## config.mk

```make
export PLATFORM = sky130hd
export DESIGN_NAME = tcw_ctrl
export DESIGN_NICKNAME = d
export VERILOG_FILES = /design/src/sv/tcw_pkg.sv /design/src/sv/tcw_ctrl.sv
export SDC_FILE = /design/constraint.sdc
export NUM_CORES = 1
export LEC_CHECK = 0
export ABC_AREA = 0
export BUFFER_PORTS_ARGS = -buffer_cell sky130_fd_sc_hd__buf_2
export CAP_MARGIN = 10
export CORE_MARGIN = 10
export CORE_UTILIZATION = 45
export CTS_CLUSTER_SIZE = 16
export DETAILED_ROUTE_END_ITERATION = 16
export PLACE_DENSITY = 0.74
export SLEW_MARGIN = 20
export SYNTH_ARGS = -nofsm -noshare
export SYNTH_HDL_FRONTEND = slang
export SYNTH_SLANG_ARGS = --single-unit
```

## constraint.sdc

```tcl
create_clock -name clk -period 6.14 [get_ports clk]
set_input_delay 0.307 -clock clk [delete_from_list [all_inputs] [get_ports clk]]
set_output_delay 0.307 -clock clk [all_outputs]
set_load 0.05 [all_outputs]
```

## src/sv/tcw_pkg.sv

```systemverilog
// ----------------------------------------------------------------------------
// tcw_pkg
// Shared constants for the text console writer: operation and character
// codes, register indexes, field widths and reset defaults.
// ----------------------------------------------------------------------------
package tcw_pkg;

    // Default geometry limits (top-level parameter defaults)
    localparam int DEF_MAX_COLUMNS = 128;
    localparam int DEF_MAX_ROWS    = 32;
    localparam int DEF_TAB_STOP    = 4;

    // Register reset values
    localparam int DEF_COLUMNS = 80;
    localparam int DEF_ROWS    = 25;

    // Port field widths
    localparam int OP_W       = 2;
    localparam int CHAR_W     = 8;
    localparam int ATTR_W     = 8;
    localparam int CELL_W     = CHAR_W + ATTR_W;
    localparam int TCOL_W     = 7;
    localparam int TROW_W     = 5;
    localparam int POS_W      = 12;
    localparam int CFG_IDX_W  = 2;
    localparam int CFG_DATA_W = 8;
    localparam int ROWS_CFG_W = 6;

    localparam logic [ATTR_W-1:0] DEF_TEXT_ATTR  = 8'h0F;
    localparam logic [ATTR_W-1:0] DEF_BLANK_ATTR = 8'h07;

    // Cell value after power-up: char 0, attribute 7
    localparam logic [CELL_W-1:0] RESET_CELL = 16'h0700;

    // Operations
    localparam logic [OP_W-1:0] OP_PUT   = 2'd0;
    localparam logic [OP_W-1:0] OP_SET   = 2'd1;
    localparam logic [OP_W-1:0] OP_READ  = 2'd2;
    localparam logic [OP_W-1:0] OP_CLEAR = 2'd3;

    // Control characters
    localparam logic [CHAR_W-1:0] CH_TAB   = 8'd9;
    localparam logic [CHAR_W-1:0] CH_NL    = 8'd10;
    localparam logic [CHAR_W-1:0] CH_CR    = 8'd13;
    localparam logic [CHAR_W-1:0] CH_SPACE = 8'd32;

    // Register indexes
    localparam logic [CFG_IDX_W-1:0] CFG_COLUMNS     = 2'd0;
    localparam logic [CFG_IDX_W-1:0] CFG_ROWS        = 2'd1;
    localparam logic [CFG_IDX_W-1:0] CFG_TEXT_ATTR   = 2'd2;
    localparam logic [CFG_IDX_W-1:0] CFG_BLANK_ATTR  = 2'd3;

endpackage

```

## src/sv/tcw_ctrl.sv

```systemverilog
// ----------------------------------------------------------------------------
// tcw_ctrl
// Operation sequencer: cursor state, address multiplier, cell writes,
// screen sweeps (power-up fill, clear, scroll) and the result register.
// ----------------------------------------------------------------------------
module tcw_ctrl
    import tcw_pkg::*;
#(
    parameter int MAX_COLUMNS = DEF_MAX_COLUMNS,
    parameter int MAX_ROWS    = DEF_MAX_ROWS,
    parameter int TAB_STOP    = DEF_TAB_STOP,
    localparam int CELL_COUNT = MAX_COLUMNS * MAX_ROWS,
    localparam int CW         = $clog2(MAX_COLUMNS),
    localparam int RW         = $clog2(MAX_ROWS),
    localparam int CNW        = $clog2(MAX_COLUMNS + 1),
    localparam int RNW        = $clog2(MAX_ROWS + 1),
    localparam int AW         = $clog2(CELL_COUNT),
    localparam int TW         = $clog2(CELL_COUNT + 1)
)
(
    input  logic              clk,
    input  logic              rst_n,
    input  logic              in_valid,
    output logic              in_ready,
    input  logic [OP_W-1:0]   operation,
    input  logic [CHAR_W-1:0] char_code,
    input  logic [TCOL_W-1:0] target_col,
    input  logic [TROW_W-1:0] target_row,
    output logic              out_valid,
    input  logic              out_ready,
    output logic [TCOL_W-1:0] cursor_col,
    output logic [TROW_W-1:0] cursor_row,
    output logic [POS_W-1:0]  cursor_position,
    output logic [CHAR_W-1:0] cell_char,
    output logic [ATTR_W-1:0] cell_attr,
    input  logic [CNW-1:0]    cols,
    input  logic [RNW-1:0]    rows,
    input  logic [TW-1:0]     total,
    input  logic [TW-1:0]     copy_lim,
    input  logic [ATTR_W-1:0] text_attr,
    input  logic [ATTR_W-1:0] blank_attr,
    output logic              mem_we,
    output logic [AW-1:0]     mem_waddr,
    output logic [CELL_W-1:0] mem_wdata,
    output logic              mem_re,
    output logic [AW-1:0]     mem_raddr,
    input  logic [CELL_W-1:0] mem_rdata
);

    localparam int NW = $clog2(TAB_STOP + 1);
    localparam int MW = RW + CNW + 1;

    localparam logic [3:0] S_SWEEP   = 4'd0;
    localparam logic [3:0] S_IDLE    = 4'd1;
    localparam logic [3:0] S_EXEC    = 4'd2;
    localparam logic [3:0] S_RD_ADDR = 4'd3;
    localparam logic [3:0] S_RD_MEM  = 4'd4;
    localparam logic [3:0] S_RD_DATA = 4'd5;
    localparam logic [3:0] S_PR_ADDR = 4'd6;
    localparam logic [3:0] S_PR_WR   = 4'd7;
    localparam logic [3:0] S_SETTLE  = 4'd8;
    localparam logic [3:0] S_POS     = 4'd9;
    localparam logic [3:0] S_DONE    = 4'd10;

    localparam logic [1:0] K_INIT   = 2'd0;
    localparam logic [1:0] K_CLEAR  = 2'd1;
    localparam logic [1:0] K_SCROLL = 2'd2;

    // spaces to the next tab stop, by column
    typedef logic [NW-1:0] tab_lut_t [MAX_COLUMNS];

    function automatic tab_lut_t build_tab_lut();
        tab_lut_t lut;
        int       phase;
        phase = 0;
        for (int i = 0; i < MAX_COLUMNS; i++)
        begin
            lut[i] = NW'(TAB_STOP - phase);
            phase  = (phase == TAB_STOP - 1) ? 0 : phase + 1;
        end
        return lut;
    endfunction

    localparam tab_lut_t TAB_LUT = build_tab_lut();

    // control state
    logic [3:0]        state_reg, state_next;
    logic [1:0]        kind_reg, kind_next;
    logic [AW-1:0]     idx_reg, idx_next;
    logic [CW-1:0]     col_reg, col_next;
    logic [RW-1:0]     row_reg, row_next;
    logic [NW-1:0]     cnt_reg, cnt_next;
    logic              wr_pend_reg, wr_pend_next;
    logic              out_valid_reg, out_valid_next;

    // payload
    logic [OP_W-1:0]   op_reg, op_next;
    logic [CHAR_W-1:0] ch_reg, ch_next;
    logic [CW-1:0]     tc_reg, tc_next;
    logic [RW-1:0]     tr_reg, tr_next;
    logic [CELL_W-1:0] cell_reg, cell_next;
    logic [AW-1:0]     addr_reg, addr_next;
    logic [AW-1:0]     wr_addr_reg, wr_addr_next;
    logic              wr_copy_reg, wr_copy_next;
    logic [CELL_W-1:0] wr_word_reg, wr_word_next;
    logic [TCOL_W-1:0] out_col_reg, out_col_next;
    logic [TROW_W-1:0] out_row_reg, out_row_next;
    logic [POS_W-1:0]  out_pos_reg, out_pos_next;
    logic [CELL_W-1:0] out_cell_reg, out_cell_next;

    logic [RW-1:0]     mul_row;
    logic [CW-1:0]     mul_col;
    logic [MW-1:0]     mul_full;
    logic [AW-1:0]     mul_addr;
    logic [TW-1:0]     sweep_end;
    logic              sweep_copy;
    logic              col_last;
    logic              row_last;

    // row * columns + col, shared by the read, print and position address computations
    assign mul_full = MW'(mul_row) * MW'(cols) + MW'(mul_col);
    assign mul_addr = AW'(mul_full);

    assign sweep_end  = (kind_reg == K_INIT) ? TW'(CELL_COUNT - 1) : total - 1'b1;
    assign sweep_copy = (kind_reg == K_SCROLL) && (TW'(idx_reg) < copy_lim);
    assign col_last   = (CNW'(col_reg) == cols - 1'b1);
    assign row_last   = (RNW'(row_reg) == rows - 1'b1);

    always_comb
    begin
        state_next     = state_reg;
        kind_next      = kind_reg;
        idx_next       = idx_reg;
        col_next       = col_reg;
        row_next       = row_reg;
        cnt_next       = cnt_reg;
        wr_pend_next   = 1'b0;
        out_valid_next = out_valid_reg && !out_ready;
        op_next        = op_reg;
        ch_next        = ch_reg;
        tc_next        = tc_reg;
        tr_next        = tr_reg;
        cell_next      = cell_reg;
        addr_next      = addr_reg;
        wr_addr_next   = wr_addr_reg;
        wr_copy_next   = 1'b0;
        wr_word_next   = wr_word_reg;
        out_col_next   = out_col_reg;
        out_row_next   = out_row_reg;
        out_pos_next   = out_pos_reg;
        out_cell_next  = out_cell_reg;
        mul_row        = row_reg;
        mul_col        = col_reg;
        mem_re         = 1'b0;
        mem_raddr      = addr_reg;

        unique case (state_reg)
            S_SWEEP:
            begin
                // read one row ahead for scroll, write in the following cycle
                mem_re       = sweep_copy;
                mem_raddr    = AW'(TW'(idx_reg) + TW'(cols));
                wr_pend_next = 1'b1;
                wr_addr_next = idx_reg;
                wr_copy_next = sweep_copy;
                wr_word_next = (kind_reg == K_INIT) ? RESET_CELL
                                                    : {blank_attr, {CHAR_W{1'b0}}};
                if (TW'(idx_reg) == sweep_end)
                begin
                    idx_next = '0;
                    priority if (kind_reg == K_INIT)
                        state_next = S_IDLE;
                    else if (cnt_reg != '0)
                        state_next = S_PR_ADDR;
                    else
                        state_next = S_POS;
                end
                else
                begin
                    idx_next = idx_reg + 1'b1;
                end
            end

            S_IDLE:
            begin
                if (in_valid)
                begin
                    op_next   = operation;
                    ch_next   = char_code;
                    cnt_next  = '0;
                    cell_next = '0;
                    tc_next   = (16'(target_col) >= 16'(cols)) ? CW'(cols - 1'b1)
                                                               : CW'(target_col);
                    tr_next   = (16'(target_row) >= 16'(rows)) ? RW'(rows - 1'b1)
                                                               : RW'(target_row);
                    if (16'(col_reg) >= 16'(cols))
                        col_next = CW'(cols - 1'b1);
                    if (16'(row_reg) >= 16'(rows))
                        row_next = RW'(rows - 1'b1);
                    state_next = S_EXEC;
                end
            end

            S_EXEC:
            begin
                unique case (op_reg)
                    OP_PUT:
                    begin
                        priority if (ch_reg == CH_NL)
                        begin
                            col_next = '0;
                            if (row_last)
                            begin
                                kind_next  = K_SCROLL;
                                idx_next   = '0;
                                state_next = S_SWEEP;
                            end
                            else
                            begin
                                row_next   = row_reg + 1'b1;
                                state_next = S_POS;
                            end
                        end
                        else if (ch_reg == CH_CR)
                        begin
                            col_next   = '0;
                            state_next = S_POS;
                        end
                        else if (ch_reg == CH_TAB)
                        begin
                            cnt_next   = TAB_LUT[col_reg];
                            ch_next    = CH_SPACE;
                            state_next = S_PR_ADDR;
                        end
                        else
                        begin
                            cnt_next   = NW'(1);
                            state_next = S_PR_ADDR;
                        end
                    end
                    OP_SET:
                    begin
                        col_next   = tc_reg;
                        row_next   = tr_reg;
                        state_next = S_POS;
                    end
                    OP_READ:
                    begin
                        state_next = S_RD_ADDR;
                    end
                    OP_CLEAR:
                    begin
                        col_next   = '0;
                        row_next   = '0;
                        kind_next  = K_CLEAR;
                        idx_next   = '0;
                        state_next = S_SWEEP;
                    end
                    default:
                    begin
                        state_next = S_POS;
                    end
                endcase
            end

            S_RD_ADDR:
            begin
                mul_row    = tr_reg;
                mul_col    = tc_reg;
                addr_next  = mul_addr;
                state_next = S_RD_MEM;
            end

            S_RD_MEM:
            begin
                mem_re     = 1'b1;
                state_next = S_RD_DATA;
            end

            S_RD_DATA:
            begin
                cell_next  = mem_rdata;
                state_next = S_POS;
            end

            S_PR_ADDR:
            begin
                addr_next  = mul_addr;
                state_next = S_PR_WR;
            end

            S_PR_WR:
            begin
                wr_pend_next = 1'b1;
                wr_addr_next = addr_reg;
                wr_word_next = {text_attr, ch_reg};
                cnt_next     = cnt_reg - 1'b1;
                state_next   = (cnt_reg == NW'(1)) ? S_POS : S_PR_ADDR;
                if (col_last)
                begin
                    col_next = '0;
                    if (row_last)
                    begin
                        // let the print write land before the scroll reads
                        kind_next  = K_SCROLL;
                        idx_next   = '0;
                        state_next = S_SETTLE;
                    end
                    else
                    begin
                        row_next = row_reg + 1'b1;
                    end
                end
                else
                begin
                    col_next = col_reg + 1'b1;
                end
            end

            S_SETTLE:
            begin
                state_next = S_SWEEP;
            end

            S_POS:
            begin
                addr_next  = mul_addr;
                state_next = S_DONE;
            end

            S_DONE:
            begin
                if (!out_valid_reg || out_ready)
                begin
                    out_valid_next = 1'b1;
                    out_col_next   = TCOL_W'(col_reg);
                    out_row_next   = TROW_W'(row_reg);
                    out_pos_next   = POS_W'(addr_reg);
                    out_cell_next  = cell_reg;
                    state_next     = S_IDLE;
                end
            end

            default:
            begin
                state_next = S_IDLE;
            end
        endcase
    end

    always_ff @(posedge clk or negedge rst_n)
    begin
        if (!rst_n)
        begin
            state_reg     <= S_SWEEP;
            kind_reg      <= K_INIT;
            idx_reg       <= '0;
            col_reg       <= '0;
            row_reg       <= '0;
            cnt_reg       <= '0;
            wr_pend_reg   <= 1'b0;
            out_valid_reg <= 1'b0;
        end
        else
        begin
            state_reg     <= state_next;
            kind_reg      <= kind_next;
            idx_reg       <= idx_next;
            col_reg       <= col_next;
            row_reg       <= row_next;
            cnt_reg       <= cnt_next;
            wr_pend_reg   <= wr_pend_next;
            out_valid_reg <= out_valid_next;
        end
    end

    always_ff @(posedge clk)
    begin
        op_reg       <= op_next;
        ch_reg       <= ch_next;
        tc_reg       <= tc_next;
        tr_reg       <= tr_next;
        cell_reg     <= cell_next;
        addr_reg     <= addr_next;
        wr_addr_reg  <= wr_addr_next;
        wr_copy_reg  <= wr_copy_next;
        wr_word_reg  <= wr_word_next;
        out_col_reg  <= out_col_next;
        out_row_reg  <= out_row_next;
        out_pos_reg  <= out_pos_next;
        out_cell_reg <= out_cell_next;
    end

    assign in_ready = (state_reg == S_IDLE);

    assign mem_we    = wr_pend_reg;
    assign mem_waddr = wr_addr_reg;
    assign mem_wdata = wr_copy_reg ? mem_rdata : wr_word_reg;

    assign out_valid       = out_valid_reg;
    assign cursor_col      = out_col_reg;
    assign cursor_row      = out_row_reg;
    assign cursor_position = out_pos_reg;
    assign cell_char       = out_cell_reg[CHAR_W-1:0];
    assign cell_attr       = out_cell_reg[CELL_W-1:CHAR_W];

endmodule

```

# Yosys cells after proc, flatten, opt, wreduce, memory -nomap -nowiden
# Memories as Yosys holds them, arrays and structs flattened.
# Cells that the tools add are included.
dict set report word_totals {
  regBits 154
  mem_bits_ro 384
  output_inout_bits 84
  wordCells 169
  memories 1
}
# memory depth word_bits read_ports rd_ports_with_merged_regs write_ports line_no
set mem_list {}
lappend mem_list {{(no name shown)} 128 3 1 0 0 tcw_ctrl.sv:231} ;# cnt_next = TAB_LUT[col_reg];
dict set report classes {
  add_sub_neg 9
  multipliers 1
  magnitude_cmp 6
  n_eq_ne 35
  muxes 68
  bitwise 1
  reduce_logical 27
}
# operator n
set op_table {}
lappend op_table {{16-bit case mux with 2 select lines} 2}
lappend op_table {{12-bit 2-to-1 mux} 5}
lappend op_table {{7-bit 2-to-1 mux} 7}
lappend op_table {{16-bit 2-to-1 mux} 3}
lappend op_table {{12-bit case mux with 2 select lines} 2}
lappend op_table {{4-bit 2-to-1 mux} 11}
lappend op_table {{4-bit case mux with 11 select lines} 1}
lappend op_table {{7-bit case mux with 3 select lines} 2}
lappend op_table {{8-bit 2-to-1 mux} 5}
lappend op_table {{12-bit case mux with 3 select lines} 1}
lappend op_table {{5-bit 2-to-1 mux} 7}
lappend op_table {{5-bit case mux with 3 select lines} 2}
lappend op_table {{8-bit by 4-bit equality test with 1-bit output (second input constant)} 3}
lappend op_table {{3-bit 2-to-1 mux} 7}
lappend op_table {{4-bit by 3-bit equality test with 1-bit output (second input constant)} 4}
lappend op_table {{7-bit by 8-bit greater-or-equal comparator with 1-bit output} 2}
lappend op_table {{2-bit inequality test (second input constant)} 8}
lappend op_table {{4-bit case mux with 4 select lines} 1}
lappend op_table {{8-bit case mux with 2 select lines} 1}
lappend op_table {{12-bit by 13-bit equality test with 1-bit output} 1}
lappend op_table {{12-bit by 13-bit < comparator with 1-bit output} 1}
lappend op_table {{13-bit 2-to-1 mux} 1}
lappend op_table {{13-bit by 1-bit subtractor with 13-bit output (second input constant)} 1}
lappend op_table {{12-bit by 1-bit adder with 12-bit output (second input constant)} 1}
lappend op_table {{41 further kinds} 68}

# Logic depth before layout (Yosys ltp)
dict set report depth {
  word_depth 9
  mapped_depth 21
  ltp_nobuf 20
}

# Worst setup path before layout
# Ideal clock, no wire load.
dict set report synth_path {
  kind {reg-to-reg}
  startpoint {register state_reg[0]}
  endpoint {register addr_reg[11], data pin}
  setup_time_ns 0.259
  arrival_time_ns 5.169
  required_time_ns 5.881
  setup_slack_ns 0.711
  path_stages_with_launch 20
  path_cell_list {dfrtp_1 clkbuf_1 nand2_1 nor3_1 clkbuf_1 mux2i_1 nor2_1 fa_1 fa_1 inv_1 fa_1 inv_1 ha_1 inv_1 o21ai_0 a21oi_1 o21ai_0 a21o_1 a21oi_1 xnor2_1}
}
dict set report synth_between {
  elab_chain_cells 4
}
# item line_no
set synth_lines {}
lappend synth_lines {{start, declared} tcw_ctrl.sv:87} ;# logic [3:0] state_reg, state_next;
lappend synth_lines {{start signal, assigned} tcw_ctrl.sv:366} ;# state_reg <= state_next;
lappend synth_lines {{4-bit by 2-bit equality test with 1-bit output (*)} tcw_ctrl.sv:157} ;# unique case (state_reg)
lappend synth_lines {{5-bit 2-to-1 mux} tcw_ctrl.sv:157}
lappend synth_lines {{5-bit by 8-bit multiplier with 12-bit output} tcw_ctrl.sv:121} ;# assign mul_full = MW'(mul_row) * MW'(cols) + MW'(mul_col);
lappend synth_lines {{12-bit by 7-bit adder with 12-bit output (*)} tcw_ctrl.sv:121}
lappend synth_lines {{via mul_full[11]} tcw_ctrl.sv:113} ;# logic [MW-1:0] mul_full;
lappend synth_lines {{end signal, assigned} tcw_ctrl.sv:384} ;# addr_reg <= addr_next;
lappend synth_lines {{end, declared} tcw_ctrl.sv:102} ;# logic [AW-1:0] addr_reg, addr_next;
# Mark *: on every way through the listed nets, which the timed path passes. The rest lies on a longest branch.
# A chain may end at the register's enable or synchronous reset.

# Worst setup path in the final report
dict set report layout_path {
  startpoint {register state_reg[0]}
  endpoint {register addr_reg[10], data pin}
}
# Same word-level chain as after synthesis.

==> reports/metrics.yaml <==
crit_chain: "nand2_1 -> nor3_2 -> nand2_1 -> o21ai_1 -> nand2_1 -> fa_1 -> fa_1 -> fa_1 -> inv_1 -> ha_1 -> nor2b_1 -> o21ai_0 -> a21boi_0 -> o21ai_0 -> nand2b_1 -> a21o_1 -> a21oi_1 -> xnor2_1"
crit_family: "adder cells"
crit_cells: 18
hp-class: "input pin to asynchronous set/reset pin"
area_growth_pct: 17.5
cts_htree_levels: 4
drv_cap: 0
holdWs_ps: -7.54
postRouteAntennaNets: 0
ys.warnings.count: 0
synth_edf_count: 118
grt_max_degree: 36
p_per_area_nw_per_um2: 532
fmaxAchievable_mhz: 180
period_share_pct: 90.4
finalCriticalPeriod_ps: 5550
syn_inst: 1047
max_slew_margin_pct: 29.6
antenna_found_initial: 0
cts_tree: "built"
ys_seq_area_share_pct: 42.4
insertion_delay_ps: 430
hold_viol_final: 7
syn_area_um2: 10500
fin_util_pct: 54.1
grt.overflow.total: 0
failed_checks: "hold timing"
synth_async_sr_flop_share_pct: 22.7
cts_made_buffers: 17
drc: 0
critPathRequiredTime_ps: 6310
crit_path_start_kind: "register"
final_max_slew_viol_count: 0
boundaryPins: 182
multi_input_area_um2: 5520
r2r_cells: 18
nNetsFinal: 1418
finalSetupViolations: 0
end_kind: "register"
place.gp.congestion: 0.936
clkSlewWorstSetupHoldPaths_ps: 70
io_buffers: 181
cp_data_arrival_time_ps: 5720
yosys.area.top_type: "edfxtp_1"
rows: 55
tightest_slew_ps: 1040
post_cts_resize_count: 0
dp_slack_ps: 656
vias: 8522
rsz0062_at_grt: "false"
worst-path-buf-inv: 1
grt_pass1_vias: 8311
syn_nets: 1249
grt.total_usage_pct: 19.1
finClkSkew_ps: 15.8
nFillCells: 2034
die_y_um: 173
register_area_um2: 4440
wl_per_cell_um: 18.9
crit_slowest_cell: "nor3_2"
routed_via_density: 5.53
diodes: 0
grt_pass1_wl_um: 46000
coreArea_um2: 22800
tns_ps: 0
outcome: "finished with violations"
ir_worst_vdd_mv: 0.336
hpwlAfterDp_um: 22400
die_area_um2: 29800
syn_avg_cell_area_um2: 10.0
cts.path.max_buffers: 2
drt_iter0_markers: 912
synth_top_cells_by_area: "edfxtp_1, ha_1, dfrtp_1"
crit_fanout: 14
cts_setup_buffers: 0
critPathMaxStageDelay_ps: 650
synth_ff_type: "edfxtp_1"
first_pass_iters: 6
ys_seq_elements: 154
drive_gt1_share_pct: 21.5
synth_cell_type_count: 74
p_leak_uw: 0.00545
critPathKind: "register to register"
clock_sinks: 154
yosysTopAreaCellShare_pct: 33.8
setup_ws_ps: 592
start_util_pct: 46.0
clockRootBuffer: "clkbuf_16"
postCtsHoldBufs: 0
wl_um: 29200
die-width_um: 173
report_power, final:
group	total [uW]	leakage [uW]	internal, uW	switching, uW
sequential	1910	0.00156	1600	315
combinational	3570	0.00360	1230	2340
clock	1080	0.000295	558	517
total	6550	0.00545	3390	3170
layout by cell type (no fill, tap or decap), types with 6 or more instances in the layout:
master / instances
nor3_1: 19
nand4_1: 9
o22ai_1: 6
inv_1: 98
o21ai_0: 65
a211oi_1: 7
nor3b_1: 12
fa_1: 25
a31oi_1: 6
and2_1: 32
xor2_1: 11
nor2b_1: 15
o31ai_1: 7
buf_2: 181
nor2_1: 54
a21o_1: 23
nand2_1: 121
nor4_1: 11
and3_1: 8
nand3_1: 25
a221oi_1: 8
dfrtp_1: 35
edfxtp_1: 118
clkbuf_16: 17
xnor2_1: 28
buf_4: 10
or3_1: 7
a21oi_1: 43
ha_1: 79
mux2i_1: 13
nand2b_1: 14
mux2_2: 27
logic make-up after synthesis:
family,count (synthesis),synth area share (%)
and+or+nand+nor,353,16.9
AOI/OAI and AO/OA,215,13.2
DFF,154,42.4
buffers and inverters,139,5.21
adders and majority gates,104,14.2
xor gates and xnor gates,42,3.90
muxes,40,4.14
cells in the mapped netlist, types with 4 or more instances:
master / n
nor4_1: 11
mux2_2: 27
nor2_1: 55
nand3_1: 25
o22ai_1: 6
inv_1: 98
nand4_1: 9
nor3_1: 20
a21o_1: 23
clkbuf_1: 34
and3_1: 8
or4_1: 4
a21oi_1: 44
or2_2: 5
fa_1: 25
edfxtp_1: 118
a31oi_1: 6
nor2b_1: 15
a22o_1: 5
ha_1: 79
and2_1: 32
dfrtp_1: 35
or3_1: 7
xor2_1: 11
nand2b_1: 14
xnor2_1: 28
nor3b_1: 12
a211oi_1: 7
mux2i_1: 13
a221oi_1: 8
nand2_1: 121
o31ai_1: 7
o21ai_0: 67
path summary, 6_finish.rpt:
| path | startpoint | end | slack (ps) |
|---|---|---|---|
| max | state_reg[0]$_DFFE_PN0P_ | addr_reg[10]$_DFFE_PP_ | 590 |
| min | rst_n | idx_reg[11]$_DFFE_PN0P_ | -8 |
| max reg2reg | state_reg[0]$_DFFE_PN0P_ | addr_reg[10]$_DFFE_PP_ | 590 |
| min reg2reg | cell_reg[12]$_SDFFCE_PN0P_ | out_cell_reg[12]$_DFFE_PP_ | 420 |
| max in group asynchronous | rst_n | col_reg[5]$_DFFE_PN0P_ | 5580 |
| min in group clk | operation[1] | op_reg[1]$_DFFE_PP_ | 60 |
per-layer routing:
layer / vias up / routed length [um] / GRT usage (%)
li1: 4079 / - / -
met1: 4058 / 12900 / 25.1
met2: 342 / 13800 / 30.8
met3: 43 / 1990 / 3.94
met4: 0 / 497 / 5.84
met5: - / 0 / 0
through the flow:
| stage | hold slack (ps) | instances | power, uW | instance area, um^2 |
|---|---|---|---|---|
| 2_1_floorplan | 11.4 | 1047 | 4530 | 10500 |
| 3_3_place_gp | 401 | 1510 | 5390 | 11700 |
| 3_5_place_dp | 405 | 1510 | 5470 | 11700 |
| 4_1_cts | 10.4 | 1542 | 6570 | 12300 |
| 5_1_grt | 43.3 | 1542 | 7040 | 12300 |
| 6_report | -7.54 | 1542 | 6550 | 12300 |
area by class of cell:
type | count | area share, %
flip-flops and latches | 154 | 36.0
well taps | 313 | 3.18
repair buffers | 191 | 7.97
inverters | 98 | 2.99
clock inverters | 15 | 1.52
multi-input cells | 754 | 44.8
clock buffers | 17 | 3.45
Note: power is estimated with default switching activity, not from simulation.
