File: config.mk
export PLATFORM = sky130hd
export DESIGN_NAME = tcw_cfg_regs
export DESIGN_NICKNAME = d
export VERILOG_FILES = /design/src/sv/tcw_pkg.sv /design/src/sv/tcw_cfg_regs.sv
export SDC_FILE = /design/constraint.sdc
export NUM_CORES = 1
export LEC_CHECK = 0
export ABC_AREA = 1
export BUFFER_PORTS_ARGS = -buffer_cell sky130_fd_sc_hd__buf_2
export CELL_PAD_IN_SITES_DETAIL_PLACEMENT = 0
export CELL_PAD_IN_SITES_GLOBAL_PLACEMENT = 1
export CORE_MARGIN = 8
export CORE_UTILIZATION = 40
export CTS_CLUSTER_SIZE = 24
export DETAILED_ROUTE_END_ITERATION = 10
export PLACE_DENSITY_LB_ADDON = 0.1
export SLEW_MARGIN = 20
export SYNTH_ARGS = -nofsm -noshare
export SYNTH_HDL_FRONTEND = slang
export SYNTH_SLANG_ARGS = --single-unit
File: constraint.sdc
create_clock -name clk -period 4.8 [get_ports clk]
set_input_delay 0.72 -clock clk [delete_from_list [all_inputs] [get_ports clk]]
set_output_delay 0.72 -clock clk [all_outputs]
set_load 0.05 [all_outputs]
File: src/sv/tcw_pkg.sv
// ----------------------------------------------------------------------------
// tcw_pkg
// Shared constants for the text console writer: operation and character
// codes, register indexes, field widths and reset defaults.
// ----------------------------------------------------------------------------
package tcw_pkg;

    // Default geometry limits (top-level parameter defaults)
    localparam int DEF_MAX_COLUMNS = 128;
    localparam int DEF_MAX_ROWS    = 32;
    localparam int DEF_TAB_STOP    = 4;

    // Register reset values
    localparam int DEF_COLUMNS = 80;
    localparam int DEF_ROWS    = 25;

    // Port field widths
    localparam int OP_W       = 2;
    localparam int CHAR_W     = 8;
    localparam int ATTR_W     = 8;
    localparam int CELL_W     = CHAR_W + ATTR_W;
    localparam int TCOL_W     = 7;
    localparam int TROW_W     = 5;
    localparam int POS_W      = 12;
    localparam int CFG_IDX_W  = 2;
    localparam int CFG_DATA_W = 8;
    localparam int ROWS_CFG_W = 6;

    localparam logic [ATTR_W-1:0] DEF_TEXT_ATTR  = 8'h0F;
    localparam logic [ATTR_W-1:0] DEF_BLANK_ATTR = 8'h07;

    // Cell value after power-up: char 0, attribute 7
    localparam logic [CELL_W-1:0] RESET_CELL = 16'h0700;

    // Operations
    localparam logic [OP_W-1:0] OP_PUT   = 2'd0;
    localparam logic [OP_W-1:0] OP_SET   = 2'd1;
    localparam logic [OP_W-1:0] OP_READ  = 2'd2;
    localparam logic [OP_W-1:0] OP_CLEAR = 2'd3;

    // Control characters
    localparam logic [CHAR_W-1:0] CH_TAB   = 8'd9;
    localparam logic [CHAR_W-1:0] CH_NL    = 8'd10;
    localparam logic [CHAR_W-1:0] CH_CR    = 8'd13;
    localparam logic [CHAR_W-1:0] CH_SPACE = 8'd32;

    // Register indexes
    localparam logic [CFG_IDX_W-1:0] CFG_COLUMNS     = 2'd0;
    localparam logic [CFG_IDX_W-1:0] CFG_ROWS        = 2'd1;
    localparam logic [CFG_IDX_W-1:0] CFG_TEXT_ATTR   = 2'd2;
    localparam logic [CFG_IDX_W-1:0] CFG_BLANK_ATTR  = 2'd3;

endpackage

File: src/sv/tcw_cfg_regs.sv
// ----------------------------------------------------------------------------
// tcw_cfg_regs
// Configuration registers. Geometry is stored clamped, together with the
// cell count in use and the scroll copy length, all updated at the write.
// ----------------------------------------------------------------------------
module tcw_cfg_regs
    import tcw_pkg::*;
#(
    parameter int MAX_COLUMNS = DEF_MAX_COLUMNS,
    parameter int MAX_ROWS    = DEF_MAX_ROWS,
    localparam int CELL_COUNT = MAX_COLUMNS * MAX_ROWS,
    localparam int CNW        = $clog2(MAX_COLUMNS + 1),
    localparam int RNW        = $clog2(MAX_ROWS + 1),
    localparam int TW         = $clog2(CELL_COUNT + 1)
)
(
    input  logic                  clk,
    input  logic                  rst_n,
    input  logic                  cfg_valid,
    output logic                  cfg_ready,
    input  logic [CFG_IDX_W-1:0]  cfg_index,
    input  logic [CFG_DATA_W-1:0] cfg_data,
    output logic [CNW-1:0]        cols,
    output logic [RNW-1:0]        rows,
    output logic [TW-1:0]         total,
    output logic [TW-1:0]         copy_lim,
    output logic [ATTR_W-1:0]     text_attr,
    output logic [ATTR_W-1:0]     blank_attr
);

    localparam int RST_COLS = (DEF_COLUMNS > MAX_COLUMNS) ? MAX_COLUMNS : DEF_COLUMNS;
    localparam int RST_ROWS = (DEF_ROWS > MAX_ROWS) ? MAX_ROWS : DEF_ROWS;

    logic [CNW-1:0]    cols_reg, cols_next, cols_new;
    logic [RNW-1:0]    rows_reg, rows_next, rows_new;
    logic [TW-1:0]     total_reg, total_next;
    logic [TW-1:0]     copy_reg, copy_next;
    logic [ATTR_W-1:0] text_reg, text_next;
    logic [ATTR_W-1:0] blank_reg, blank_next;
    logic [ROWS_CFG_W-1:0] rows_data;

    assign cfg_ready = 1'b1;
    assign rows_data = cfg_data[ROWS_CFG_W-1:0];

    // clamp to 1..MAX
    always_comb
    begin
        if (cfg_data == '0)
            cols_new = CNW'(1);
        else if (16'(cfg_data) > 16'(MAX_COLUMNS))
            cols_new = CNW'(MAX_COLUMNS);
        else
            cols_new = CNW'(cfg_data);

        if (rows_data == '0)
            rows_new = RNW'(1);
        else if (16'(rows_data) > 16'(MAX_ROWS))
            rows_new = RNW'(MAX_ROWS);
        else
            rows_new = RNW'(rows_data);
    end

    always_comb
    begin
        cols_next  = cols_reg;
        rows_next  = rows_reg;
        text_next  = text_reg;
        blank_next = blank_reg;
        if (cfg_valid)
        begin
            unique case (cfg_index)
                CFG_COLUMNS:    cols_next  = cols_new;
                CFG_ROWS:       rows_next  = rows_new;
                CFG_TEXT_ATTR:  text_next  = cfg_data;
                CFG_BLANK_ATTR: blank_next = cfg_data;
                default:        text_next  = text_reg;
            endcase
        end
        total_next = TW'(cols_next) * TW'(rows_next);
        copy_next  = TW'(cols_next) * TW'(rows_next - 1'b1);
    end

    always_ff @(posedge clk or negedge rst_n)
    begin
        if (!rst_n)
        begin
            cols_reg  <= CNW'(RST_COLS);
            rows_reg  <= RNW'(RST_ROWS);
            total_reg <= TW'(RST_COLS * RST_ROWS);
            copy_reg  <= TW'(RST_COLS * (RST_ROWS - 1));
            text_reg  <= DEF_TEXT_ATTR;
            blank_reg <= DEF_BLANK_ATTR;
        end
        else
        begin
            cols_reg  <= cols_next;
            rows_reg  <= rows_next;
            total_reg <= total_next;
            copy_reg  <= copy_next;
            text_reg  <= text_next;
            blank_reg <= blank_next;
        end
    end

    assign cols       = cols_reg;
    assign rows       = rows_reg;
    assign total      = total_reg;
    assign copy_lim   = copy_reg;
    assign text_attr  = text_reg;
    assign blank_attr = blank_reg;

endmodule

== Word-level counts from Yosys, hierarchy flattened ==
Cells that the tools add are included.

* Input port bits: 13
* Register bits after elaboration: 56

* Add/subtract/negate cells: 1
* Reduce and logical (&&, ||, !) cells: 5
* Multiplexer cells: 8
* $mul: 2
* Magnitude comparators: 2
* Eq/ne operators: 3

{| class="wikitable"
|+ Operators by type and width
! operator !! number
|-
| $mux W8 || 4
|-
| $mux W6 || 4
|-
| $mul A8 B6 Y13 || 1
|-
| $mul A9 B7 Y13 || 1
|-
| $gt A8 B8 Y1 const B || 1
|-
| $logic_not A8 Y1 || 1
|-
| $sub A6 B1 Y7 const B || 1
|-
| $gt A6 B6 Y1 const B || 1
|-
| $logic_not A6 Y1 || 1
|-
| $eq A2 B2 Y1 const B || 2
|-
| $reduce_and A2 Y1 || 2
|-
| $eq A2 B1 Y1 const B || 1
|-
| $logic_not A2 Y1 || 1
|}

== Depth between registers and ports, before layout ==
Gate-level depths: netlist of run 1.

* Depth in word-level cells: 7
* Mapped depth: 29
* Depth with buffers taken out: 29

== Worst setup path before layout of run 1 ==
Ideal clock, no wire load.

* Path kind: input to register
* From: in cfg_index[1]
* To: reg copy_reg[11] (netlist: copy_lim[11])
* Data arrival time: 5064 ps
* Setup time: 80 ps
* Data required time: 4720 ps
* Slack: -344 ps
* Cell stages on the path: 28
* Path buffers: 0
* Cell sequence: inv_2 > nand3_4 > nand2_2 > o21ai_4 > inv_4 > nand3_4 > nor2_4 > nand2_4 > nand2_4 > nand2_2 > inv_2 > nand2_1 > fa_1 > fa_1 > inv_1 > fa_1 > inv_1 > fa_1 > inv_1 > ha_1 > a21oi_1 > nand2_1 > a21oi_1 > o21bai_1 > nand2_1 > nand2_1 > a21oi_1 > xnor2_1

* Cells in the longest elaborated chain, start to end: 5

{| class="wikitable"
|+ Ends and longest elaborated chain
! what !! RTL line !! RTL
|-
| from (decl) || tcw_cfg_regs.sv:21 || <nowiki>input logic [CFG_IDX_W-1:0] cfg_index,</nowiki>
|-
| $eq A2 B1 Y1 || tcw_cfg_regs.sv:71 || <nowiki>unique case (cfg_index)</nowiki>
|-
| $mux W6 || tcw_cfg_regs.sv:71 ||
|-
| $mux W6 || tcw_cfg_regs.sv:69 || <nowiki>if (cfg_valid)</nowiki>
|-
| net rows_next[2] || tcw_cfg_regs.sv:35 || <nowiki>logic [RNW-1:0] rows_reg, rows_next, rows_new;</nowiki>
|-
| $sub A6 B1 Y7 || tcw_cfg_regs.sv:80 || <nowiki>copy_next = TW'(cols_next) * TW'(rows_next - 1'b1);</nowiki>
|-
| $mul A9 B7 Y13 || tcw_cfg_regs.sv:80 ||
|-
| net copy_next[11] || tcw_cfg_regs.sv:37 || <nowiki>logic [TW-1:0] copy_reg, copy_next;</nowiki>
|-
| to (signal assigned) || tcw_cfg_regs.sv:90 || <nowiki>copy_reg <= TW'(RST_COLS * (RST_ROWS - 1));</nowiki>
|-
| to (signal assigned) || tcw_cfg_regs.sv:99 || <nowiki>copy_reg <= copy_next;</nowiki>
|-
| to (decl) || tcw_cfg_regs.sv:37 ||
|}

The timed path passes the listed nets, and every way through them passes these cells.
A chain may end at the register's enable or synchronous reset.

== Worst setup path in the final report of run 1 ==
Ends and elaborated chain as after synthesis.

==> insert_results.sql, run 1 <==
INSERT INTO impl_metrics (metric_group, metric, value, unit) VALUES
('floorplan', 'fp.dieArea', '16600', 'µm²'),
('placement', 'detailed_place_hpwl', '11100', 'µm'),
('yosys', 'sequential_cell_area_fraction_in_the_yosys_report', '28.0', '%'),
('floorplan', 'core-area', '12600', 'µm²'),
('setup_path', 'start_kind', 'input port', ''),
('cells_and_area', 'layout-drive-gt1-share', '40.5', '%'),
('drt', 'viasPerCell', '4.60', ''),
('global_routing', 'antenna_found_initial', '0', ''),
('clocking', 'clk_path_buf_depth', '2', ''),
('setup_path', 'critical_path.reg2reg.startpoint', 'rows[4]', ''),
('placement', 'port-buffer-count', '68', ''),
('yosys', 'postSynthRegisterBits', '56', ''),
('drt', 'remaining_drc_errors', '0', ''),
('power', 'power_density_normalized_to_cell_area', '520', 'nW/µm²'),
('clocking', 'cts_hold_repair.buffers', '0', ''),
('clocking', 'clock_latency', '300', 'ps'),
('setup_path', 'critical_path_required', '5030', 'ps'),
('floorplan', 'fp.dieH', '129', 'µm'),
('floorplan', 'die_width', '129', 'µm'),
('setup_path', 'critical_path_arrival', '5040', 'ps'),
('timing', 'shortest_clock_period_the_worst_path_allows_after_layout', '4810', 'ps'),
('drt', 'totalWireLength', '13500', 'µm'),
('outcome', 'run_status', 'complete, but fails checks', ''),
('setup_path', 'worstSetupPathType', 'in -> reg', ''),
('cells_and_area', 'finish.instance_area', '6980', 'µm²'),
('timing', 'rsz0062_at_grt', 'yes', ''),
('setup_path', 'cp-endpoint', 'copy_lim[11]', ''),
('yosys', 'synth.yosys.warnings', '0', ''),
('yosys', 'synth_nets', '692', ''),
('outcome', 'failed_checks', 'negative setup slack', ''),
('placement', 'gp_congestion', '0.839', ''),
('cells_and_area', 'antennaDiodeCount', '0', ''),
('drt', 'total_via_count_in_the_routed_design', '4270', ''),
('clocking', 'cts_inserted_buffers', '5', ''),
('timing', 'final_max_slew_viol_count', '0', ''),
('setup_path', 'worstSetupEndpointType', 'flop', ''),
('global_routing', 'grt_start_max_net_pins', '57', ''),
('global_routing', 'global_route_wire_length_before_repair', '22800', 'µm'),
('global_routing', 'vias_in_the_first_global_route', '4499', ''),
('timing', 'max_clock_freq', '208', 'MHz'),
('yosys', 'synthDistinctLibCells', '43', ''),
('clocking', 'tritoncts', 'yes', ''),
('drt', 'dr.pass1.iters', '4', ''),
('drt', 'wl_per_cell', '14.5', 'µm'),
('timing', 'finalSetupViolations', '1', ''),
('setup_path', 'reg2regPathDepth', '24', ''),
('yosys', 'synth_area_per_cell', '8.89', 'µm²'),
('global_routing', 'grt_overflow', '0', ''),
('clocking', 'cts.clk_slew.worst_paths', '80', 'ps'),
('placement', 'number_of_placed_instances_with_taps_included', '909', ''),
('yosys', 'synth_top_area_share', '21.2', '%'),
('power', 'post-layout-total-power', '3630', 'µW'),
('setup_path', 'regToRegSetupSlack', '260', 'ps'),
('clocking', 'clock_tree.root_cell', 'sky130_fd_sc_hd__clkbuf_16', ''),
('power', 'irDropWorstVdd', '0.000291', 'V'),
('timing', 'worst_pin_slew', '742', 'ps'),
('timing', 'final-hold-violation-count', '0', ''),
('run', 'cap_viol_max_count', '0', ''),
('clocking', 'clock-sinks', '56', ''),
('yosys', 'synth_largest_area_cell', 'sky130_fd_sc_hd__fa_1', ''),
('global_routing', 'grtUsageTotal', '17.4', '%'),
('drt', 'drtAntennaViolNets', '0', ''),
('placement', 'place_worst_setup_slack', '-497', 'ps'),
('timing', 'setup_slack', '-6.47', 'ps'),
('setup_path', 'timing.critical_path.fanout_max', '8', ''),
('timing', 'post_route_clock_skew', '13.1', 'ps'),
('floorplan', 'start_util', '40.7', '%'),
('setup_path', 'worstReg2RegEnd', 'copy_lim[11]', ''),
('timing', 'timing.setup.tns', '-6.47', 'ps'),
('power', 'leak_pwr', '0.00378', 'µW'),
('cells_and_area', 'final_net_count', '872', '');
==> worst max-delay path: stages <==
cell and delay (ps):
sky130_fd_sc_hd__buf_12 110, sky130_fd_sc_hd__inv_12 50, sky130_fd_sc_hd__nand3_4 140, sky130_fd_sc_hd__buf_6 160, sky130_fd_sc_hd__o21ai_4 190, sky130_fd_sc_hd__inv_4 60
sky130_fd_sc_hd__buf_4 150, sky130_fd_sc_hd__o21ai_2 60, sky130_fd_sc_hd__nand2_2 110, sky130_fd_sc_hd__buf_4 150, sky130_fd_sc_hd__nor2_2 100, sky130_fd_sc_hd__fa_1 170
sky130_fd_sc_hd__inv_1 50, sky130_fd_sc_hd__fa_1 560, sky130_fd_sc_hd__inv_1 60, sky130_fd_sc_hd__fa_1 520, sky130_fd_sc_hd__inv_1 50, sky130_fd_sc_hd__fa_1 490
sky130_fd_sc_hd__inv_2 50, sky130_fd_sc_hd__ha_4 230, sky130_fd_sc_hd__a21oi_2 140, sky130_fd_sc_hd__nand2_2 80, sky130_fd_sc_hd__a21oi_2 140, sky130_fd_sc_hd__o21bai_1 100
sky130_fd_sc_hd__nand2_1 80, sky130_fd_sc_hd__nand2_1 60, sky130_fd_sc_hd__a21oi_2 130, sky130_fd_sc_hd__xnor2_1 120
==> worst min-delay path by stage <==
stage	cells after the start	start	to	slack, ps
after floorplan	0	rst_n	blank_attr[3]	420
after global routing	2	blank_attr[4]	blank_attr[4]	510
after detailed placement	2	blank_attr[4]	blank_attr[4]	470
after global placement	2	text_attr[4]	text_attr[4]	460
after CTS	2	text_attr[4]	text_attr[4]	490
final	2	blank_attr[4]	blank_attr[4]	480
==> layout by cell type, fill, tap and decap left out, drive strengths merged <==
master,Yosys,routed
buf,6,181
nand2,132,132
inv,111,111
nor2,58,58
fa,54,54
ha,50,50
dfrtp,34,34
o21ai,27,27
dfstp,22,22
nand3,19,19
a21oi,17,17
xor2,14,14
xnor2,7,7
clkbuf,2,6
clkinv,4,4
or2,2,2
o21bai,2,2
nand4,2,2
bufinv,0,2
a21boi,2,2
o21a,2,2
o2111ai,2,2
o22ai,1,1
nor3,1,1
a21o,1,1
nand3b,1,1
a31oi,1,1
conb,1,1
==> cell families after synthesis <==
kind of cell | Yosys count | synth area share, %
AO/OA/AOI/OAI | 55 | 6.76
XOR/XNOR | 21 | 3.60
adder cells (fa/ha/maj) | 104 | 33.4
buffers and inverters | 123 | 9.50
flip-flops | 56 | 28.0
other | 1 | 0.0734
AND/OR/NAND/NOR | 215 | 18.7
==> what timing repair did <==
| action | in CTS | in global routing |
|---|---|---|
| gates resized for setup | 18 | 36 |
| buffers inserted | 6 | 6 |
| endpoints found under the hold margin | 0 | 0 |
| pin swaps | 19 | 25 |
| endpoints found under the setup margin | 5 | 7 |
==> routing by layer <==
| metal | global-route usage, % | share of wire (%) | vias up |
|---|---|---|---|
| li1 | - | - | 2110 |
| met1 | 25.1 | 49 | 2054 |
| met2 | 26.6 | 44 | 102 |
| met3 | 2.75 | 6.3 | 4 |
| met4 | 4.63 | 0.64 | 0 |
| met5 | 0 | 0 | - |
==> through the flow <==
stage               utilization (%)  hold slack [ps]
floorplan                         -              424
CTS                            54.4              486
global placement               51.9              462
global route                   55.5              511
detailed placement             51.9              468
finish                         55.5              481
==> final cells by class <==
class                      instances  area [µm²]  share of cell area (%)
clock inverter                     2        60.1                   0.861
clock buffer                       6         129                    1.85
multi-input combinational        396        3460                    49.7
timing repair buffer             181        1230                    17.6
sequential                        56        1430                    20.5
tap                              172         215                    3.08
inverter                         115         453                    6.49
==> synth_stat cells (all sizes together) <==
cell	n
clkbuf	2
nand3	19
buf	6
nor2	58
ha	50
or2	2
xor2	14
o2111ai	2
inv	111
a21oi	17
o22ai	1
a21o	1
nor3	1
o21a	2
o21ai	27
dfstp	22
nand3b	1
o21bai	2
xnor2	7
a31oi	1
a21boi	2
dfrtp	34
conb	1
nand4	2
clkinv	4
fa	54
nand2	132
==> power by group <==
part / switching [µW] / total, µW / internal, µW
clock network: 189 / 490 / 300
logic: 1480 / 2450 / 969
registers: 44.9 / 690 / 645
total: 1720 / 3630 / 1910
Note: power is estimated with default switching activity, not from simulation.
==> run 2, diff against run 1 <==
- ABC_AREA: 1 -> default
- CELL_PAD_IN_SITES_DETAIL_PLACEMENT: 0 -> default
- CELL_PAD_IN_SITES_GLOBAL_PLACEMENT: 1 -> default
- CORE_UTILIZATION: 40 -> 53
- PLACE_DENSITY: default -> 0.78
- PLACE_DENSITY_LB_ADDON: 0.1 -> default
==> run 2 against run 1 <==
Clock power shrank 43%; sequential share of layout area up 0.10 points; critical path depth decreased by 7; first-iteration DRC count shrank 5.2%; die area shrank 23%; non-clock buffer count rose by 11; the run still ends with negative setup slack left; register-to-register slack got worse by 310 ps; cell count down 13%.
==> insert_results.sql, run 2 <==
INSERT INTO impl_metrics (metric_group, metric, value, unit) VALUES
('cells_and_area', 'most_frequent_standard_cell_in_the_layout_excluding_fill_and_tap_cells', 'sky130_fd_sc_hd__buf_4', ''),
('drt', 'drtAntennaViolNets', '0', ''),
('setup_path', 'slowest_stage', 'sky130_fd_sc_hd__fa_1', ''),
('floorplan', 'fp.dieArea', '12800', 'µm²'),
('setup_path', 'timing.critical_path.fanout_max', '7', ''),
('yosys', 'synth_most_common_cell', 'sky130_fd_sc_hd__inv_1', ''),
('timing', 'finalSetupViolations', '7', ''),
('cells_and_area', 'antennaDiodeCount', '0', ''),
('outcome', 'failed_checks', 'negative setup slack', ''),
('placement', 'detailed_place_hpwl', '10300', 'µm'),
('clocking', 'cts_hold_repair.buffers', '0', ''),
('setup_path', 'worstPathCellList', 'buf_6 > nand3b_1 > buf_6 > nand2_1 > o31a_1 > nand2_4 > xnor2_4 > nor2_2 > fa_1 > ha_1 > inv_1 > fa_1 > fa_1 > inv_1 > ha_4 > a21o_1 > a21oi_4 > nor2b_1 > o21a_1 > o41ai_2 > xnor2_1', ''),
('setup_path', 'critical_path_required', '5060', 'ps'),
('setup_path', 'start_kind', 'input port', ''),
('yosys', 'netlist_top_cells_count', '74 x sky130_fd_sc_hd__inv_1, 60 x sky130_fd_sc_hd__nand2_1, 54 x sky130_fd_sc_hd__fa_1, 54 x sky130_fd_sc_hd__nor2_1, 50 x sky130_fd_sc_hd__ha_1', ''),
('timing', 'timing.slew.headroom', '51.8', '%'),
('clocking', 'htree_levels', '2', ''),
('yosys', 'synth_top_area_share', '21.7', '%'),
('global_routing', 'grt_start_max_net_pins', '57', ''),
('run', 'cap_viol_max_count', '0', ''),
('timing', 'setup_slack', '-223', 'ps'),
('yosys', 'synthDistinctLibCells', '44', ''),
('timing', 'post_route_clock_skew', '21.0', 'ps'),
('timing', 'worst_pin_slew', '723', 'ps'),
('timing', 'period_share', '105', '%'),
('placement', 'gp_congestion', '0.890', ''),
('global_routing', 'grtUsageTotal', '21.7', '%'),
('yosys', 'synth_cells', '505', ''),
('placement', 'port-buffer-count', '68', ''),
('setup_path', 'worstSetupEndpointType', 'flop', ''),
('floorplan', 'start_util', '54.3', '%'),
('setup_path', 'worstSetupPathType', 'in -> reg', ''),
('global_routing', 'antenna_found_initial', '0', ''),
('drt', 'total_via_count_in_the_routed_design', '4322', ''),
('floorplan', 'fp.dieH', '113', 'µm'),
('power', 'irDropWorstVdd', '0.000354', 'V'),
('timing', 'final-hold-violation-count', '0', ''),
('floorplan', 'num_rows', '35', ''),
('yosys', 'synth_area_per_cell', '9.88', 'µm²'),
('floorplan', 'core-area', '9200', 'µm²'),
('timing', 'rsz0062_at_grt', 'yes', ''),
('yosys', 'postSynthRegisterBits', '56', ''),
('power', 'leak_pwr', '0.00363', 'µW'),
('yosys', 'mappedNetlistArea', '4990', 'µm²'),
('cells_and_area', 'mostFrequentLayoutCells', '112 x sky130_fd_sc_hd__buf_4, 72 x sky130_fd_sc_hd__inv_1, 65 x sky130_fd_sc_hd__buf_2', ''),
('clocking', 'clock-sinks', '56', ''),
('worst_hold_path', 'worst_min_path_class', 'in -> async', ''),
('global_routing', 'global_route_wire_length_before_repair', '22400', 'µm'),
('clocking', 'clock_tree.root_cell', 'sky130_fd_sc_hd__clkbuf_8', ''),
('timing', 'max_clock_freq', '199', 'MHz'),
('outcome', 'run_status', 'complete, but fails checks', ''),
('floorplan', 'pin_count', '70', ''),
('drt', 'totalWireLength', '14100', 'µm'),
('clocking', 'cts.clk_slew.worst_paths', '120', 'ps'),
('drt', 'wl_per_cell', '17.4', 'µm'),
('clocking', 'clock_latency', '320', 'ps'),
('timing', 'shortest_clock_period_the_worst_path_allows_after_layout', '5020', 'ps'),
('setup_path', 'critical_path_arrival', '5280', 'ps'),
('drt', 'remaining_drc_errors', '0', ''),
('cells_and_area', 'layout-area-overhead-vs-synth', '39.1', '%'),
('floorplan', 'die_width', '113', 'µm'),
('cells_and_area', 'final_net_count', '811', ''),
('yosys', 'synth.yosys.warnings', '0', ''),
('cells_and_area', 'layout-drive-gt1-share', '44.2', '%'),
('clocking', 'clk_path_buf_depth', '2', ''),
('yosys', 'main_flop_type_after_synthesis', 'sky130_fd_sc_hd__dfrtp_1', ''),
('yosys', 'postSynth.asyncResetShare', '100', '%'),
('yosys', 'count_of_flip_flops_with_a_built_in_enable_after_synthesis', '0', ''),
('drt', 'number_of_drc_markers_in_iteration_0', '235', ''),
('drt', 'viasPerCell', '5.36', ''),
('yosys', 'synth_largest_area_cell', 'sky130_fd_sc_hd__fa_1', ''),
('cells_and_area', 'register_area', '1430', 'µm²'),
('yosys', 'synth_top_cells_by_area', 'sky130_fd_sc_hd__fa_1 22%, sky130_fd_sc_hd__dfrtp_1 17%, sky130_fd_sc_hd__ha_1 13%', ''),
('cells_and_area', 'final.fill_count', '573', ''),
('cells_and_area', 'final_util', '75.5', '%'),
('clocking', 'tritoncts', 'yes', ''),
('power', 'power_density_normalized_to_cell_area', '508', 'nW/µm²'),
('cells_and_area', 'multi_input_area', '3630', 'µm²'),
('global_routing', 'vias_in_the_first_global_route', '4662', ''),
('clocking', 'cts_inserted_buffers', '5', ''),
('setup_path', 'path_common_cell', 'sky130_fd_sc_hd__fa_1', ''),
('global_routing', 'grt_overflow', '0', ''),
('timing', 'timing.setup.tns', '-735', 'ps'),
('yosys', 'sequential_cell_area_fraction_in_the_yosys_report', '28.6', '%'),
('setup_path', 'cpPeakStageDelay', '500', 'ps'),
('timing', 'final_max_slew_viol_count', '0', ''),
('drt', 'dr.pass1.iters', '4', ''),
('yosys', 'synth_nets', '622', '');
==> run 2: cell types whose count changed after synthesis, sizes merged, moves of 6 or more <==
cell / before / now
nand2: 132 / 60
inv: 111 / 77
xnor2: 7 / 26
nand2b: 0 / 18
nand3: 19 / 1
o21ai: 27 / 9
mux2: 0 / 17
o21a: 2 / 11
xor2: 14 / 5
a21oi: 17 / 10
and2: 0 / 6
==> run 2: logic make-up after synthesis <==
logic type | Yosys count | share of synthesized area, %
adder cells (fa/ha/maj) | 104 | 34.2
buffers and inverters | 92 | 7.02
AND/OR/NAND/NOR | 156 | 13.8
flip-flops | 56 | 28.6
XOR/XNOR | 31 | 5.44
AO/OA/AOI/OAI | 45 | 6.09
multiplexers | 20 | 4.69
other | 1 | 0.0752
==> run 2: power breakdown <==
group	total [µW]	switching, µW	internal (µW)
clock network	280	174	105
logic	2560	1450	1110
registers	693	47.6	645
==> run 2: stage by stage <==
stage               total power (µW)  std cells  setup WS, ps  hold slack, ps  cell area (µm²)
floorplan                       2240        505          -369             424             5120
global placement                2910        777          -592             484             6300
detailed placement              2980        777          -678             493             6300
CTS                             3430        801         -58.6             517             6780
global route                    3800        806          -387             534             6940
finish                          3530        806          -223             487             6940
==> run 2: final cells by class <==
| cell class | instances | area share (%) |
|---|---|---|
| tap | 111 | 2.00 |
| sequential | 56 | 20.6 |
| clock inverter | 3 | 0.324 |
| multi-input combinational | 357 | 52.2 |
| timing repair buffer | 192 | 19.4 |
| inverter | 82 | 4.49 |
| clock buffer | 5 | 0.991 |
==> run 2: what timing repair did <==
| action | CTS | global route |
|---|---|---|
| endpoints found under the setup margin | 9 | 10 |
| gates resized for setup | 54 | 25 |
| gates cloned | 0 | 0 |
| pin swaps | 40 | 18 |
| buffers inserted | 17 | 8 |
==> run 2: per-layer routing <==
metal / up-vias / track usage, % / part of all wire [%] / wire length, µm
met2: 182 / 36.7 / 51 / 7180
met3: 36 / 3.46 / 7.7 / 1080
li1: 1954 / - / - / -
met1: 2150 / 26.8 / 38 / 5390
met4: 0 / 9.50 / 2.9 / 403
met5: - / 0 / 0 / 0
==> run 2: final timing paths <==
check / slack, ps / start / cells after the start / endpoint
worst min register to register: 510 / blank_attr[5] / 1 / blank_attr[5]
worst max-delay path: -220 / cfg_index[1] / 21 / copy_lim[11]
max in group asynchronous: 3780 / rst_n / 2 / cols[0]
worst min-delay path: 490 / rst_n / 2 / copy_lim[11]
worst max register to register: -50 / rows[1] / 17 / copy_lim[12]
min in group clk: 510 / blank_attr[5] / 1 / blank_attr[5]
==> run 2: critical path: cells and delay by family <==
family / cells / cell delay [ps]
XOR/XNOR: 2 / 480
AO/OA/AOI/OAI: 5 / 1110
buffers and inverters: 4 / 360
adder cells (fa/ha/maj): 5 / 2010
AND/OR/NAND/NOR: 5 / 590
==> run 3, diff against run 2 <==
==> constraint.sdc (replaced) <==
create_clock -name clk -period 4.8 [get_ports clk]
set_input_delay 0.48 -clock clk [delete_from_list [all_inputs] [get_ports clk]]
set_output_delay 0.48 -clock clk [all_outputs]
set_load 0.05 [all_outputs]
==> run 3 against run 2 <==
The flow still finishes with violations (negative setup slack); total power is 2.9% lower; core utilization is 2.5 points lower; clock skew is 5.3 ps lower; first-iteration DRC count is 6.0% lower; sequential power is 0.7% lower; via count is 6.3% lower; wire length is 10% lower; highest routed layer unchanged; register-to-register slack worse by 20 ps; maximum frequency is 3.1% higher; clock power is 4% lower; worst hold slack worse by 200 ps; worst setup slack better by 150 ps.
==> insert_results.sql, run 3 (synthesis gave the netlist of run 2 again) <==
INSERT INTO impl_metrics (metric_group, metric, value, unit) VALUES
('outcome', 'run_status', 'complete, but fails checks', ''),
('outcome', 'failed_checks', 'negative setup slack', ''),
('clocking', 'clock_tree.root_cell', 'sky130_fd_sc_hd__clkbuf_8', ''),
('timing', 'final_max_slew_viol_count', '0', ''),
('drt', 'drtAntennaViolNets', '0', ''),
('power', 'p_sw_share', '47.5', '%'),
('global_routing', 'grt_start_max_net_pins', '57', ''),
('timing', 'finalSetupViolations', '2', ''),
('timing', 'rsz0062_at_grt', 'yes', ''),
('placement', 'number_of_placed_instances_with_taps_included', '759', ''),
('power', 'post-layout-total-power', '3430', 'µW'),
('cells_and_area', 'layout-drive-gt1-share', '42.1', '%'),
('power', 'clock_power_share', '7.8', '%'),
('drt', 'total_via_count_in_the_routed_design', '4048', ''),
('global_routing', 'antenna_found_initial', '0', ''),
('drt', 'totalWireLength', '12600', 'µm'),
('cells_and_area', 'layout-area-overhead-vs-synth', '34.5', '%'),
('global_routing', 'grtUsageTotal', '20.2', '%'),
('setup_path', 'worstSetupEndpointType', 'flop', ''),
('setup_path', 'reg2regPathDepth', '17', ''),
('setup_path', 'critical_path.reg2reg.startpoint', 'rows[1]', ''),
('drt', 'viasPerCell', '5.16', ''),
('setup_path', 'critical_path_required', '5030', 'ps'),
('global_routing', 'global_route_wire_length_before_repair', '20900', 'µm'),
('timing', 'period_share', '101', '%'),
('timing', 'worst_pin_slew', '714', 'ps'),
('timing', 'final-hold-violation-count', '0', ''),
('clocking', 'cts.clk_slew.worst_paths', '110', 'ps'),
('drt', 'wl_per_cell', '16.0', 'µm'),
('worst_hold_path', 'worst_min_path_class', 'in -> async', ''),
('run', 'cap_viol_max_count', '0', ''),
('cells_and_area', 'most_frequent_standard_cell_in_the_layout_excluding_fill_and_tap_cells', 'sky130_fd_sc_hd__buf_4', ''),
('power', 'leak_pwr', '0.00350', 'µW'),
('clocking', 'clock-sinks', '56', ''),
('global_routing', 'vias_in_the_first_global_route', '4311', ''),
('floorplan', 'core-area', '9200', 'µm²'),
('power', 'power_density_normalized_to_cell_area', '511', 'nW/µm²'),
('floorplan', 'start_util', '54.3', '%'),
('cells_and_area', 'antennaDiodeCount', '0', ''),
('timing', 'shortest_clock_period_the_worst_path_allows_after_layout', '4870', 'ps'),
('placement', 'detailed_place_hpwl', '9870', 'µm'),
('setup_path', 'regToRegSetupSlack', '-70', 'ps'),
('setup_path', 'start_kind', 'flop', ''),
('setup_path', 'worstReg2RegEnd', 'copy_lim[11]', ''),
('cells_and_area', 'mostFrequentLayoutCells', '95 x sky130_fd_sc_hd__buf_4, 71 x sky130_fd_sc_hd__inv_1, 68 x sky130_fd_sc_hd__buf_2', ''),
('power', 'internal_power', '1800', 'µW'),
('global_routing', 'grt_overflow', '0', ''),
('power', 'irDropWorstVdd', '0.000408', 'V'),
('floorplan', 'num_rows', '35', ''),
('placement', 'place_worst_setup_slack', '-451', 'ps'),
('cells_and_area', 'finish.instance_area', '6710', 'µm²'),
('drt', 'dr.pass1.iters', '4', ''),
('power', 'switchingPower', '1630', 'µW'),
('power', 'power_frac_seq', '20.1', '%'),
('setup_path', 'critical_path_arrival', '5100', 'ps'),
('cells_and_area', 'final_net_count', '790', ''),
('timing', 'timing.slew.headroom', '52.4', '%'),
('clocking', 'tritoncts', 'yes', ''),
('floorplan', 'fp.dieH', '113', 'µm'),
('timing', 'post_route_clock_skew', '15.7', 'ps'),
('clocking', 'clk_path_buf_depth', '2', ''),
('setup_path', 'worstSetupPathType', 'reg -> reg', ''),
('floorplan', 'pin_count', '70', ''),
('floorplan', 'die_width', '113', 'µm'),
('timing', 'setup_slack', '-71.3', 'ps'),
('floorplan', 'fp.dieArea', '12800', 'µm²'),
('placement', 'gp_congestion', '0.886', ''),
('drt', 'number_of_drc_markers_in_iteration_0', '221', ''),
('setup_path', 'timing.critical_path.fanout_max', '4', ''),
('placement', 'port-buffer-count', '68', ''),
('clocking', 'htree_levels', '2', ''),
('placement', 'placedInstanceArea', '6170', 'µm²'),
('cells_and_area', 'layoutNonFillerInstCount', '785', ''),
('timing', 'max_clock_freq', '205', 'MHz'),
('clocking', 'clock_latency', '310', 'ps'),
('clocking', 'cts_inserted_buffers', '5', ''),
('drt', 'remaining_drc_errors', '0', ''),
('power', 'combPwrFrac', '72.1', '%');
run 3: cell types whose count changed in the layout (fill, tap and decap cells not counted), moves of 3 or more:
cell                      previous run  this run
sky130_fd_sc_hd__buf_2              65        68
sky130_fd_sc_hd__buf_4             112        95
sky130_fd_sc_hd__buf_6              12         7
sky130_fd_sc_hd__buf_8               3         0
sky130_fd_sc_hd__nand2_1            55        58
sky130_fd_sc_hd__nand2_2             4         1
run 3: metal layers:
metal | global-route usage, % | vias to the layer above | part of all wire [%]
li1 | - | 1911 | -
met1 | 25.5 | 2004 | 42
met2 | 34.6 | 119 | 50
met3 | 4.15 | 14 | 6.8
met4 | 5.06 | 0 | 1.4
met5 | 0 | - | 0
run 3: worst max-delay path by stage:
stage | from | endpoint | slack [ps] | cells past startpoint
after detailed placement | cfg_index[1] | copy_lim[12] | -450 | 20
after global routing | rows[1] | copy_lim[12] | -200 | 18
final | rows[1] | copy_lim[11] | -70 | 17
after CTS | cfg_index[1] | copy_lim[11] | -5 | 22
after floorplan | cfg_index[1] | copy_lim[11] | -130 | 21
after global placement | cfg_index[1] | copy_lim[11] | -400 | 19
run 3: layout make-up:
type / count / area, µm²
clock buffer: 5 / 68.8
clock inverter: 3 / 21.3
fill: 649 / 2480
inverter: 82 / 320
multi-input combinational: 357 / 3580
sequential: 56 / 1430
tap: 111 / 139
timing repair buffer: 171 / 1150
run 3: stage by stage:
step	hold WS [ps]	util (%)	TNS [ps]
final	290	73.0	-106
after global routing	350	73.0	-569
after CTS	328	70.9	-5.38
after detailed placement	491	67.1	-2600
after global placement	483	67.1	-2190
after floorplan	184	-	-131
run 3: worst max-delay path, cell delays in order, from the launching register on:
cell and delay (ps):
sky130_fd_sc_hd__dfrtp_2 420, sky130_fd_sc_hd__or4_4 580, sky130_fd_sc_hd__a22oi_2 260, sky130_fd_sc_hd__xnor2_2 170
sky130_fd_sc_hd__nand2b_4 180, sky130_fd_sc_hd__fa_1 450, sky130_fd_sc_hd__fa_1 510, sky130_fd_sc_hd__inv_1 50
sky130_fd_sc_hd__fa_1 470, sky130_fd_sc_hd__inv_1 50, sky130_fd_sc_hd__fa_1 490, sky130_fd_sc_hd__inv_2 50
sky130_fd_sc_hd__ha_4 220, sky130_fd_sc_hd__a21oi_4 120, sky130_fd_sc_hd__nor2b_1 70, sky130_fd_sc_hd__o21a_1 190
sky130_fd_sc_hd__o41ai_2 360, sky130_fd_sc_hd__xnor2_1 160
run 3: what timing repair did:
action                                 4_1_cts  5_1_grt
hold buffers                                 0        0
pin swaps                                   21       22
resized for setup                           28       29
setup endpoints to repair                    3        8
endpoints found under the hold margin        0        0
setup buffers                               12        7
run 3: power by group through the flow:
stage	clock network (µW)	logic [µW]	registers, µW
finish	268	2470	688
global route	293	2700	700
CTS	278	2380	688
detailed placement	0	2230	697
global placement	0	2170	693
floorplan	0	1090	1160
